### config.mk
export PLATFORM = sky130hd
export DESIGN_NAME = proportional_go_to_goal_controller
export DESIGN_NICKNAME = d
export VERILOG_FILES = /design/src/rtl/pgg_pkg.sv /design/src/rtl/pgg_seq.sv /design/src/rtl/pgg_dp.sv /design/src/rtl/proportional_go_to_goal_controller.sv
export SDC_FILE = /design/constraint.sdc
export NUM_CORES = 2
export LEC_CHECK = 0
export BUFFER_PORTS_ARGS = -buffer_cell sky130_fd_sc_hd__buf_2
export CAP_MARGIN = 15
export CORE_ASPECT_RATIO = 0.75
export CORE_MARGIN = 5
export CORE_UTILIZATION = 40
export DETAILED_ROUTE_END_ITERATION = 8
export MAX_ROUTING_LAYER = met4
export PLACE_DENSITY = 0.61
export SYNTH_ARGS = -nofsm -noshare
export SYNTH_HDL_FRONTEND = slang
export SYNTH_SLANG_ARGS = --single-unit
### constraint.sdc
create_clock -name clk -period 10.7 [get_ports clk]
set_clock_uncertainty 0.15 [all_clocks]
set_input_delay 0.535 -clock clk [delete_from_list [all_inputs] [get_ports clk]]
set_output_delay 0.535 -clock clk [all_outputs]
set_load 0.02 [all_outputs]
### src/rtl/pgg_pkg.sv
// ----------------------------------------------------------------------------
// pgg_pkg
// Types, constants and the arctangent table of the go-to-goal controller.
// ----------------------------------------------------------------------------
`default_nettype none

package pgg_pkg;

  // Configuration register indexes
  localparam logic [2:0] REG_GOAL_X    = 3'd0;
  localparam logic [2:0] REG_GOAL_Y    = 3'd1;
  localparam logic [2:0] REG_TOLERANCE = 3'd2;
  localparam logic [2:0] REG_LIN_GAIN  = 3'd3;
  localparam logic [2:0] REG_ANG_GAIN  = 3'd4;

  // Register reset values
  localparam logic [14:0] TOL_RST   = 15'd3;
  localparam logic [11:0] LGAIN_RST = 12'd256;
  localparam logic [11:0] AGAIN_RST = 12'd1024;

  // Arithmetic sizes
  localparam int ATAN_LEN   = 24;  // entries in the arctangent table
  localparam int ATAN_IDX_W = 5;
  localparam int SQRT_STEPS = 17;  // result bits of the root of a 34-bit value
  localparam int CW         = 27;  // CORDIC x/y width
  localparam logic signed [31:0] HALF_PI_Q28 = 32'sd421657428;

  typedef enum logic [3:0] {
    ST_IDLE,
    ST_MDX,
    ST_MDY,
    ST_MTOL,
    ST_TEST,
    ST_ITER,
    ST_ROUND,
    ST_MLIN,
    ST_MANG,
    ST_ASAT,
    ST_OUT
  } state_t;

  typedef enum logic [2:0] {
    MS_NONE,
    MS_DX,
    MS_DY,
    MS_TOL,
    MS_LIN,
    MS_ANG
  } mul_sel_t;

  typedef struct packed {
    logic     load;
    mul_sel_t mul_sel;
    logic     sq_first;
    logic     sq_add;
    logic     test;
    logic     iter;
    logic     round;
    logic     lin_sat;
    logic     ang_sat;
  } ctl_t;

  // atan(2^-i) in Q3.28
  function automatic logic signed [31:0] atan_q28(input logic [ATAN_IDX_W-1:0] idx);
    logic signed [31:0] v;
    begin
      case (idx)
        5'd0:    v = 32'sd210828714;
        5'd1:    v = 32'sd124459457;
        5'd2:    v = 32'sd65760959;
        5'd3:    v = 32'sd33381290;
        5'd4:    v = 32'sd16755422;
        5'd5:    v = 32'sd8385879;
        5'd6:    v = 32'sd4193963;
        5'd7:    v = 32'sd2097109;
        5'd8:    v = 32'sd1048571;
        5'd9:    v = 32'sd524287;
        5'd10:   v = 32'sd262144;
        5'd11:   v = 32'sd131072;
        5'd12:   v = 32'sd65536;
        5'd13:   v = 32'sd32768;
        5'd14:   v = 32'sd16384;
        5'd15:   v = 32'sd8192;
        5'd16:   v = 32'sd4096;
        5'd17:   v = 32'sd2048;
        5'd18:   v = 32'sd1024;
        5'd19:   v = 32'sd512;
        5'd20:   v = 32'sd256;
        5'd21:   v = 32'sd128;
        5'd22:   v = 32'sd64;
        5'd23:   v = 32'sd32;
        default: v = 32'sd0;
      endcase
      return v;
    end
  endfunction

endpackage

`default_nettype wire

### src/rtl/pgg_seq.sv
// ----------------------------------------------------------------------------
// pgg_seq
// Sequencer: steps one request through multiply, test, iterate and scale.
// ----------------------------------------------------------------------------
`default_nettype none

module pgg_seq #(
  parameter int CORDIC_ITERATIONS = 16
) (
  input  wire logic                   clk,
  input  wire logic                   rst_n,
  input  wire logic                   in_valid,
  input  wire logic                   out_ready,
  input  wire logic                   stop,
  output logic                        in_ready,
  output logic                        out_valid,
  output pgg_pkg::ctl_t               ctl,
  output logic [$clog2((CORDIC_ITERATIONS < pgg_pkg::ATAN_LEN ? CORDIC_ITERATIONS :
                 pgg_pkg::ATAN_LEN) > pgg_pkg::SQRT_STEPS ? (CORDIC_ITERATIONS <
                 pgg_pkg::ATAN_LEN ? CORDIC_ITERATIONS : pgg_pkg::ATAN_LEN) :
                 pgg_pkg::SQRT_STEPS)-1:0] cnt
);

  localparam int CORDIC_STEPS = (CORDIC_ITERATIONS < pgg_pkg::ATAN_LEN) ?
                                CORDIC_ITERATIONS : pgg_pkg::ATAN_LEN;
  localparam int ITER_MAX     = (CORDIC_STEPS > pgg_pkg::SQRT_STEPS) ?
                                CORDIC_STEPS : pgg_pkg::SQRT_STEPS;
  localparam int CNT_W        = $clog2(ITER_MAX);

  pgg_pkg::state_t   state_r, state_nxt;
  logic [CNT_W-1:0]  cnt_r, cnt_nxt;
  logic              last_iter;

  assign last_iter = (cnt_r == CNT_W'(ITER_MAX - 1));
  assign cnt       = cnt_r;

  // Next state
  always_comb begin
    state_nxt = state_r;
    case (state_r)
      pgg_pkg::ST_IDLE:  if (in_valid) state_nxt = pgg_pkg::ST_MDX;
      pgg_pkg::ST_MDX:   state_nxt = pgg_pkg::ST_MDY;
      pgg_pkg::ST_MDY:   state_nxt = pgg_pkg::ST_MTOL;
      pgg_pkg::ST_MTOL:  state_nxt = pgg_pkg::ST_TEST;
      pgg_pkg::ST_TEST:  state_nxt = stop ? pgg_pkg::ST_OUT : pgg_pkg::ST_ITER;
      pgg_pkg::ST_ITER:  if (last_iter) state_nxt = pgg_pkg::ST_ROUND;
      pgg_pkg::ST_ROUND: state_nxt = pgg_pkg::ST_MLIN;
      pgg_pkg::ST_MLIN:  state_nxt = pgg_pkg::ST_MANG;
      pgg_pkg::ST_MANG:  state_nxt = pgg_pkg::ST_ASAT;
      pgg_pkg::ST_ASAT:  state_nxt = pgg_pkg::ST_OUT;
      pgg_pkg::ST_OUT:   if (out_ready) state_nxt = pgg_pkg::ST_IDLE;
      default:           state_nxt = pgg_pkg::ST_IDLE;
    endcase
  end

  // Step counter: clear on the test, advance per iteration
  always_comb begin
    cnt_nxt = cnt_r;
    if (state_r == pgg_pkg::ST_TEST) begin
      cnt_nxt = '0;
    end else if (state_r == pgg_pkg::ST_ITER) begin
      cnt_nxt = cnt_r + 1'b1;
    end
  end

  // Outputs per state
  always_comb begin
    in_ready    = 1'b0;
    out_valid   = 1'b0;
    ctl         = '0;
    ctl.mul_sel = pgg_pkg::MS_NONE;
    case (state_r)
      pgg_pkg::ST_IDLE: begin
        in_ready = 1'b1;
        ctl.load = in_valid;
      end
      pgg_pkg::ST_MDX:   ctl.mul_sel = pgg_pkg::MS_DX;
      pgg_pkg::ST_MDY: begin
        ctl.mul_sel  = pgg_pkg::MS_DY;
        ctl.sq_first = 1'b1;
      end
      pgg_pkg::ST_MTOL: begin
        ctl.mul_sel = pgg_pkg::MS_TOL;
        ctl.sq_add  = 1'b1;
      end
      pgg_pkg::ST_TEST:  ctl.test  = 1'b1;
      pgg_pkg::ST_ITER:  ctl.iter  = 1'b1;
      pgg_pkg::ST_ROUND: ctl.round = 1'b1;
      pgg_pkg::ST_MLIN:  ctl.mul_sel = pgg_pkg::MS_LIN;
      pgg_pkg::ST_MANG: begin
        ctl.mul_sel = pgg_pkg::MS_ANG;
        ctl.lin_sat = 1'b1;
      end
      pgg_pkg::ST_ASAT:  ctl.ang_sat = 1'b1;
      pgg_pkg::ST_OUT:   out_valid = 1'b1;
      default: begin
        in_ready = 1'b0;
      end
    endcase
  end

  always_ff @(posedge clk) begin
    if (!rst_n) begin
      state_r <= pgg_pkg::ST_IDLE;
      cnt_r   <= '0;
    end else begin
      state_r <= state_nxt;
      cnt_r   <= cnt_nxt;
    end
  end

endmodule

`default_nettype wire

### src/rtl/pgg_dp.sv
// ----------------------------------------------------------------------------
// pgg_dp
// Datapath: configuration, shared multiplier, root and CORDIC step units,
// saturation and result registers.
// ----------------------------------------------------------------------------
`default_nettype none

module pgg_dp #(
  parameter int CORDIC_ITERATIONS = 16
) (
  input  wire logic                clk,
  input  wire logic                rst_n,
  input  wire pgg_pkg::ctl_t       ctl,
  input  wire logic [$clog2((CORDIC_ITERATIONS < pgg_pkg::ATAN_LEN ? CORDIC_ITERATIONS :
                 pgg_pkg::ATAN_LEN) > pgg_pkg::SQRT_STEPS ? (CORDIC_ITERATIONS <
                 pgg_pkg::ATAN_LEN ? CORDIC_ITERATIONS : pgg_pkg::ATAN_LEN) :
                 pgg_pkg::SQRT_STEPS)-1:0] cnt,
  input  wire logic                cfg_we,
  input  wire logic [2:0]          cfg_idx,
  input  wire logic [15:0]         cfg_wdata,
  input  wire logic signed [15:0]  in_pose_x,
  input  wire logic signed [15:0]  in_pose_y,
  input  wire logic signed [14:0]  in_pose_heading,
  output logic                     stop,
  output logic signed [15:0]       out_linear_velocity,
  output logic signed [15:0]       out_angular_velocity,
  output logic                     out_goal_reached
);

  localparam int CORDIC_STEPS = (CORDIC_ITERATIONS < pgg_pkg::ATAN_LEN) ?
                                CORDIC_ITERATIONS : pgg_pkg::ATAN_LEN;
  localparam int ITER_MAX     = (CORDIC_STEPS > pgg_pkg::SQRT_STEPS) ?
                                CORDIC_STEPS : pgg_pkg::SQRT_STEPS;
  localparam int CNT_W        = $clog2(ITER_MAX);
  localparam int CW           = pgg_pkg::CW;

  // Configuration and latch
  logic signed [15:0] goal_x_r, goal_y_r;
  logic [14:0]        tol_r;
  logic [11:0]        lgain_r, again_r;
  logic               latch_r;

  // Working registers
  logic signed [16:0] dx_r, dy_r;
  logic signed [14:0] hd_r;
  logic signed [35:0] prod_r;
  logic [33:0]        sq_r;
  logic [33:0]        rem_r;
  logic [34:0]        root_r, bit_r;
  logic signed [CW-1:0] x_r, y_r;
  logic signed [31:0] z_r;
  logic               zero_r;
  logic signed [15:0] bear_r;
  logic signed [15:0] lin_r, ang_r;
  logic               reached_r;

  // Shared multiplier operands
  logic signed [17:0] mul_a, mul_b;
  logic signed [16:0] ang_err;

  // Root step
  logic [34:0] sq_t;
  logic        sq_ge;
  logic [33:0] rem_nxt;
  logic [34:0] root_nxt;

  // CORDIC step and entry rotation
  logic signed [CW-1:0] xs, ys, x_nxt, y_nxt, x0, y0;
  logic signed [CW-1:0] xi, yi;
  logic signed [31:0]   zi, z_nxt, at;
  logic signed [31:0]   z_rnd;

  // Saturation
  logic [27:0]        lin_full;
  logic signed [23:0] ang_full;
  logic signed [15:0] lin_nxt, ang_nxt;

  logic tol_hit;

  // Configuration write and latch update
  always_ff @(posedge clk) begin
    if (!rst_n) begin
      goal_x_r <= '0;
      goal_y_r <= '0;
      tol_r    <= pgg_pkg::TOL_RST;
      lgain_r  <= pgg_pkg::LGAIN_RST;
      again_r  <= pgg_pkg::AGAIN_RST;
      latch_r  <= 1'b0;
    end else begin
      if (cfg_we) begin
        case (cfg_idx)
          pgg_pkg::REG_GOAL_X:    goal_x_r <= cfg_wdata;
          pgg_pkg::REG_GOAL_Y:    goal_y_r <= cfg_wdata;
          pgg_pkg::REG_TOLERANCE: tol_r    <= cfg_wdata[14:0];
          pgg_pkg::REG_LIN_GAIN:  lgain_r  <= cfg_wdata[11:0];
          pgg_pkg::REG_ANG_GAIN:  again_r  <= cfg_wdata[11:0];
          default: begin
            tol_r <= tol_r;
          end
        endcase
      end
      // A new goal clears the latch; a stop sets it
      if (cfg_we && (cfg_idx inside {pgg_pkg::REG_GOAL_X, pgg_pkg::REG_GOAL_Y})) begin
        latch_r <= 1'b0;
      end else if (ctl.test && stop) begin
        latch_r <= 1'b1;
      end
    end
  end

  // Stop test: squared distance against squared tolerance
  assign tol_hit = (sq_r < prod_r[33:0]);
  assign stop    = latch_r | tol_hit;

  // Shared multiplier operand select
  assign ang_err = {bear_r[15], bear_r} - {{2{hd_r[14]}}, hd_r};

  always_comb begin
    mul_a = '0;
    mul_b = '0;
    case (ctl.mul_sel)
      pgg_pkg::MS_DX: begin
        mul_a = {dx_r[16], dx_r};
        mul_b = {dx_r[16], dx_r};
      end
      pgg_pkg::MS_DY: begin
        mul_a = {dy_r[16], dy_r};
        mul_b = {dy_r[16], dy_r};
      end
      pgg_pkg::MS_TOL: begin
        mul_a = {3'b000, tol_r};
        mul_b = {3'b000, tol_r};
      end
      pgg_pkg::MS_LIN: begin
        mul_a = {1'b0, root_r[16:0]};
        mul_b = {6'b0, lgain_r};
      end
      pgg_pkg::MS_ANG: begin
        mul_a = {ang_err[16], ang_err};
        mul_b = {6'b0, again_r};
      end
      default: begin
        mul_a = '0;
      end
    endcase
  end

  // Root step: one result bit per cycle
  assign sq_t     = root_r + bit_r;
  assign sq_ge    = ({1'b0, rem_r} >= sq_t);
  assign rem_nxt  = sq_ge ? (rem_r - sq_t[33:0]) : rem_r;
  assign root_nxt = sq_ge ? ((root_r >> 1) + bit_r) : (root_r >> 1);

  // Entry rotation into the right half plane
  assign x0 = {{2{dx_r[16]}}, dx_r, 8'b0};
  assign y0 = {{2{dy_r[16]}}, dy_r, 8'b0};

  always_comb begin
    xi = x0;
    yi = y0;
    zi = '0;
    if (dx_r[16]) begin
      if (!dy_r[16]) begin
        xi = y0;
        yi = -x0;
        zi = pgg_pkg::HALF_PI_Q28;
      end else begin
        xi = -y0;
        yi = x0;
        zi = -pgg_pkg::HALF_PI_Q28;
      end
    end
  end

  // CORDIC vectoring step: rotate toward y = 0
  assign xs = x_r >>> cnt;
  assign ys = y_r >>> cnt;
  assign at = pgg_pkg::atan_q28(pgg_pkg::ATAN_IDX_W'(cnt));

  always_comb begin
    if (!y_r[CW-1]) begin
      x_nxt = x_r + ys;
      y_nxt = y_r - xs;
      z_nxt = z_r + at;
    end else begin
      x_nxt = x_r - ys;
      y_nxt = y_r + xs;
      z_nxt = z_r - at;
    end
  end

  // Round the angle to Q3.12
  assign z_rnd = z_r + 32'sd32768;

  // Saturate the scaled products
  assign lin_full = prod_r[35:8];
  assign ang_full = prod_r[35:12];

  always_comb begin
    if (|lin_full[27:15]) begin
      lin_nxt = 16'sh7FFF;
    end else begin
      lin_nxt = {1'b0, lin_full[14:0]};
    end
    if ((&ang_full[23:15]) || !(|ang_full[23:15])) begin
      ang_nxt = ang_full[15:0];
    end else if (ang_full[23]) begin
      ang_nxt = 16'sh8000;
    end else begin
      ang_nxt = 16'sh7FFF;
    end
  end

  // Working registers
  always_ff @(posedge clk) begin
    prod_r <= mul_a * mul_b;
    if (ctl.load) begin
      dx_r <= {goal_x_r[15], goal_x_r} - {in_pose_x[15], in_pose_x};
      dy_r <= {goal_y_r[15], goal_y_r} - {in_pose_y[15], in_pose_y};
      hd_r <= in_pose_heading;
    end
    if (ctl.sq_first) begin
      sq_r <= prod_r[33:0];
    end else if (ctl.sq_add) begin
      sq_r <= sq_r + prod_r[33:0];
    end
    if (ctl.test) begin
      if (stop) begin
        lin_r     <= '0;
        ang_r     <= '0;
        reached_r <= 1'b1;
      end else begin
        reached_r <= 1'b0;
        rem_r     <= sq_r;
        root_r    <= '0;
        bit_r     <= 35'd1 << (2 * (pgg_pkg::SQRT_STEPS - 1));
        x_r       <= xi;
        y_r       <= yi;
        z_r       <= zi;
        zero_r    <= (dx_r == '0) && (dy_r == '0);
      end
    end
    if (ctl.iter) begin
      if (cnt < CNT_W'(pgg_pkg::SQRT_STEPS)) begin
        rem_r  <= rem_nxt;
        root_r <= root_nxt;
        bit_r  <= bit_r >> 2;
      end
      if (cnt < CNT_W'(CORDIC_STEPS)) begin
        x_r <= x_nxt;
        y_r <= y_nxt;
        z_r <= z_nxt;
      end
    end
    if (ctl.round) begin
      bear_r <= zero_r ? 16'sd0 : z_rnd[31:16];
    end
    if (ctl.lin_sat) begin
      lin_r <= lin_nxt;
    end
    if (ctl.ang_sat) begin
      ang_r <= ang_nxt;
    end
  end

  assign out_linear_velocity  = lin_r;
  assign out_angular_velocity = ang_r;
  assign out_goal_reached     = reached_r;

endmodule

`default_nettype wire

### src/rtl/proportional_go_to_goal_controller.sv
// ----------------------------------------------------------------------------
// proportional_go_to_goal_controller
// Proportional go-to-goal controller: distance and bearing to a goal,
// velocity commands with stop latch.
// ----------------------------------------------------------------------------
//  Port group | Dir | Handshake          | Payload
//  in_        | in  | in_valid/in_ready  | pose_x, pose_y, pose_heading
//  out_       | out | out_valid/out_ready| linear_velocity, angular_velocity,
//             |     |                    | goal_reached
//  cfg_       | in  | cfg_we             | cfg_idx, cfg_wdata
//
//  One request at a time: squares and stop test, then the shared root/CORDIC
//  loop, then rounding and scaling; a stopped request goes from the stop test
//  straight to the result, and the next request is taken only after the result
//  has been accepted. Reset (rst_n low, synchronous) restores the register
//  defaults and clears the reached latch. A stalled result holds until
//  out_ready.
// ----------------------------------------------------------------------------
`default_nettype none

module proportional_go_to_goal_controller #(
  parameter int CORDIC_ITERATIONS = 16
) (
  input  wire logic               clk,
  input  wire logic               rst_n,
  input  wire logic               in_valid,
  output logic                    in_ready,
  input  wire logic signed [15:0] in_pose_x,
  input  wire logic signed [15:0] in_pose_y,
  input  wire logic signed [14:0] in_pose_heading,
  output logic                    out_valid,
  input  wire logic               out_ready,
  output logic signed [15:0]      out_linear_velocity,
  output logic signed [15:0]      out_angular_velocity,
  output logic                    out_goal_reached,
  input  wire logic               cfg_we,
  input  wire logic [2:0]         cfg_idx,
  input  wire logic [15:0]        cfg_wdata
);

  localparam int CORDIC_STEPS = (CORDIC_ITERATIONS < pgg_pkg::ATAN_LEN) ?
                                CORDIC_ITERATIONS : pgg_pkg::ATAN_LEN;
  localparam int ITER_MAX     = (CORDIC_STEPS > pgg_pkg::SQRT_STEPS) ?
                                CORDIC_STEPS : pgg_pkg::SQRT_STEPS;
  localparam int CNT_W        = $clog2(ITER_MAX);

  pgg_pkg::ctl_t    ctl;
  logic [CNT_W-1:0] cnt;
  logic             stop;

  // Sequencer
  pgg_seq #(
    .CORDIC_ITERATIONS (CORDIC_ITERATIONS)
  ) u_seq (
    .clk       (clk),
    .rst_n     (rst_n),
    .in_valid  (in_valid),
    .out_ready (out_ready),
    .stop      (stop),
    .in_ready  (in_ready),
    .out_valid (out_valid),
    .ctl       (ctl),
    .cnt       (cnt)
  );

  // Datapath
  pgg_dp #(
    .CORDIC_ITERATIONS (CORDIC_ITERATIONS)
  ) u_dp (
    .clk                  (clk),
    .rst_n                (rst_n),
    .ctl                  (ctl),
    .cnt                  (cnt),
    .cfg_we               (cfg_we),
    .cfg_idx              (cfg_idx),
    .cfg_wdata            (cfg_wdata),
    .in_pose_x            (in_pose_x),
    .in_pose_y            (in_pose_y),
    .in_pose_heading      (in_pose_heading),
    .stop                 (stop),
    .out_linear_velocity  (out_linear_velocity),
    .out_angular_velocity (out_angular_velocity),
    .out_goal_reached     (out_goal_reached)
  );

endmodule

`default_nettype wire

==> results.md <==
- Pint: 0.00648 W
- Total die area: 132000 sq um
- Maximum root-to-sink buffer count: 3
- Kind of end point of the critical path: register
- Fin util: 43.7%
- Relative contribution of the clock network to total power: 17.7%
- Asr flop ratio synth: 0%
- Post-synth cell types: 112
- Area of all sequential standard cells: 11000 sq um
- Detail-routed via count per cell: 5.71
- Number of placed I/O pins: 106
- Largest net degree at the start of global routing: 140
- Maximum clock frequency: 102 MHz
- Number of I/O port buffers: 104
- Maximum vdd ir drop: 164 uV
- Layout cells sized above 1: 7.30%
- Detail Route Antenna Nets: 0
- Largest area contributor in the synthesized netlist: fa_1
- Post-route cell area: 54400 sq um
- Placement Setup Slack: 1040 ps
- Data required time at the worst endpoint: 11090 ps
- Setup repair after global routing missed its margin: no
- Power share of the sequential group: 23.6%
- Number of synthesized register bits: 467
- Headroom to the max-slew limit: 15.8%
- Vertical extent of the die: 316 um
- Start-to-end type of the worst setup path: reg -> reg
- Final hold violation count: 0
- Setup Buffers After CTS: 0
- Multiplexer fraction of the synthesized cell area: 5.10%
- Post-layout minimum cycle time: 9820 ps
- # H-tree levels: 2
- Effective utilization at floorplan: 40.3%
- CP max stage cell: o31ai_1
- Std-Cell Core Area: 124000 sq um
- Placement-stage cell area: 52200 sq um
- Critical Path Source Type: register
- Final critical-path setup slack: 881 ps
- Global route overflow: 0
- DR iter-0 viols: 4373
- Post-Syn Area per Cell: 8.44 sq um
- Number of antenna violations at the first check in global routing: 2
- Post-synthesis simple-gate area fraction: 16.4%
- DR DRC count: 0
- Number of flops mapped to enable cells by yosys: 166
- Number of instances in the synthesized netlist: 5938
- Setup violations, final: 0
- Pre-Repair DR Iteration Count: 6
- CTS tree: built
- Total global-route track usage: 24.0%
- HPWL after detailed placement: 121000 um
- Switch Pwr: 0.00561 W
- Overall routed net length: 157000 um
- Top fanout value on the critical path: 13
- Combinational cell fraction of total power: 58.8%
- Clock insertion delay at the later pin of the skew report: 670 ps
- Combined area of all synthesized cells: 50100 sq um
- Floorplan row count: 112
- Result of the run: finished, final reports clean
- Reported max-cap violation count: 0
- Critical path arrival: 10210 ps
- Slew @ Worst Pin: 1250 ps
- Clk sink count: 467
- Leakage dissipation: 23.9 nW
- Share of the synthesized area in compound gates (AO/OA/AOI/OAI): 19.4%
- Clk slew on worst S/H paths: 70 ps
- Class of the most critical hold timing path: in -> reg
- Vias in the first global route: 41400
- Prevailing post-synth register cell: dfxtp_1
- Multi-input gate area: 35600 sq um
- Power density relative to cell area: 222 nW/um^2
- Crit path largest cell delay: 700 ps
- Number of nets in the layout: 6763
- Fraction of synthesized cell area taken by the top area cell type: 13.5%
- Synthesis Warnings: 0
- Final estimated routing congestion in global placement: 0.949
- Largest family of logic cells by synthesized area: adder cells
- Number of slew-limit violations in the final report: 0
- Most area-consuming cells after synthesis: fa_1 14%, dfxtp_1 12%, ha_1 10%, edfxtp_1 10%, nand2_1 5.1%
- Buffer cell driving the clock tree root: clkbuf_16
- CTS-repair resized insts: 0
- Final clock period utilization by the worst path: 91.8%
- Area share of xor/xnor cells in the synthesized design: 6.23%
- List of most frequent post-synthesis cells: 678 x nand2_1, 635 x inv_1, 519 x nor2_1, 410 x ha_1, 391 x a21oi_1
- Die width: 419 um
- P&R area growth vs syn: 8.62%
- Detail-routed net length per standard cell: 20.5 um
- Wire length of the first global-routing pass: 243000 um
- Portion of the post-synthesis area used by sequential elements: 22.0%
- Adder-Cell Fraction of Synth Area: 23.8%
- Number of hold-repair buffers added at the cts stage: 16
- Total clock buffers created by CTS: 56
- Total of fill cells in the finished design: 12400
- Most numerous cell in the Yosys netlist: nand2_1
- Total vias in the final route: 43600
- Final TNS setup: 0 ps
- Net switching share of the total power: 46.4%
==> registers in the layout, indices dropped and copies added, names as in the netlist, 17 cells and up <==
name,count
u_dp.at,28
u_dp.bit_r,35
u_dp.dx_r,17
u_dp.dy_r,17
u_dp.prod_r,36
u_dp.rem_r,34
u_dp.root_r,35
u_dp.sq_r,34
u_dp.x_r,27
u_dp.y_r,27
u_dp.z_r,32
==> worst max-delay path, delay by kind of cell (launching register included) <==
kind	cells	cell delay (ps)
simple gates	3	670
fa+ha+maj	9	3550
compound gates	15	4420
buf+inv	7	500
flops	1	360
==> cells by family (layout without fill, tap and decap cells) <==
group / after synthesis / count (layout)
AO/OA/AOI/OAI: 1481 / 1481
flip-flops: 467 / 467
multiplexers: 186 / 186
XOR/XNOR: 356 / 356
adder cells (fa/ha/maj): 749 / 749
buffers and inverters: 890 / 941
other: 1 / 3
AND/OR/NAND/NOR: 1808 / 1808
==> final timing paths <==
| path | startpoint | to | slack [ps] | depth (start not counted) |
|---|---|---|---|---|
| worst max-delay path | u_dp.bear_r[0] | u_dp.prod_r[34] | 880 | 34 |
| worst max register to register | u_dp.bear_r[0] | u_dp.prod_r[34] | 880 | 34 |
| worst min register to register | u_dp.tol_r[14] | u_dp.tol_r[14] | 310 | 2 |
| worst min-delay path | cfg_wdata[12] | u_dp.goal_y_r[12] | 50 | 3 |
==> placed cells by master, fill, tap and decap left out, types with 39 or more instances in the layout <==
master,instances
nor2_1,518
o21bai_1,55
xor2_1,135
clkbuf_16,62
nor2b_1,54
nand2_1,676
a21boi_0,84
o21ai_0,264
fa_1,339
inv_1,634
dfxtp_1,297
buf_2,104
edfxtp_1,166
buf_4,78
nand3_1,160
mux2i_1,95
a211oi_1,111
o21a_1,76
nand2b_1,53
a221o_1,39
a21o_1,86
a31oi_1,84
nor3_1,92
a21oi_1,390
xnor2_1,221
and3_1,48
ha_1,410
==> cell type report <==
cell class / count / share of cell area (%)
inverters: 637 / 4.40
repair buffers: 199 / 2.36
well taps: 1653 / 3.80
clock buffers: 75 / 3.05
clock inverters: 30 / 0.674
flip-flops and latches: 467 / 20.3
multi-input cells: 4582 / 65.5
diodes: 1 / 0.00460
==> power groups by stage <==
stage / clock network, W / logic, W / registers [W]
after global routing: 0.00225 / 0.00792 / 0.00287
after global placement: 0 / 0.00687 / 0.00285
final: 0.00214 / 0.00711 / 0.00285
after CTS: 0.00218 / 0.00702 / 0.00282
after detailed placement: 0 / 0.00696 / 0.00285
after floorplan: 0 / 0.00543 / 0.00255
==> stage by stage <==
| step | instances | hold WS (ps) | total power (W) |
|---|---|---|---|
| 6_report | 7644 | 51.7 | 0.0121 |
| 5_1_grt | 7644 | 35.2 | 0.0130 |
| 4_1_cts | 7642 | 5.34 | 0.0120 |
| 3_5_place_dp | 7521 | 308 | 0.00981 |
| 3_3_place_gp | 7521 | 301 | 0.00972 |
| 2_1_floorplan | 5939 | 290 | 0.00798 |
==> routing by layer <==
layer | up-vias | part of all wire (%) | GRT usage (%)
met2 | 1605 | 40 | 33.5
li1 | 20700 | - | -
met5 | - | 0 | -
met4 | 0 | 2.4 | 5.28
met1 | 21100 | 49 | 35.8
met3 | 208 | 8.5 | 4.34
(Power assumes the default switching activity.)
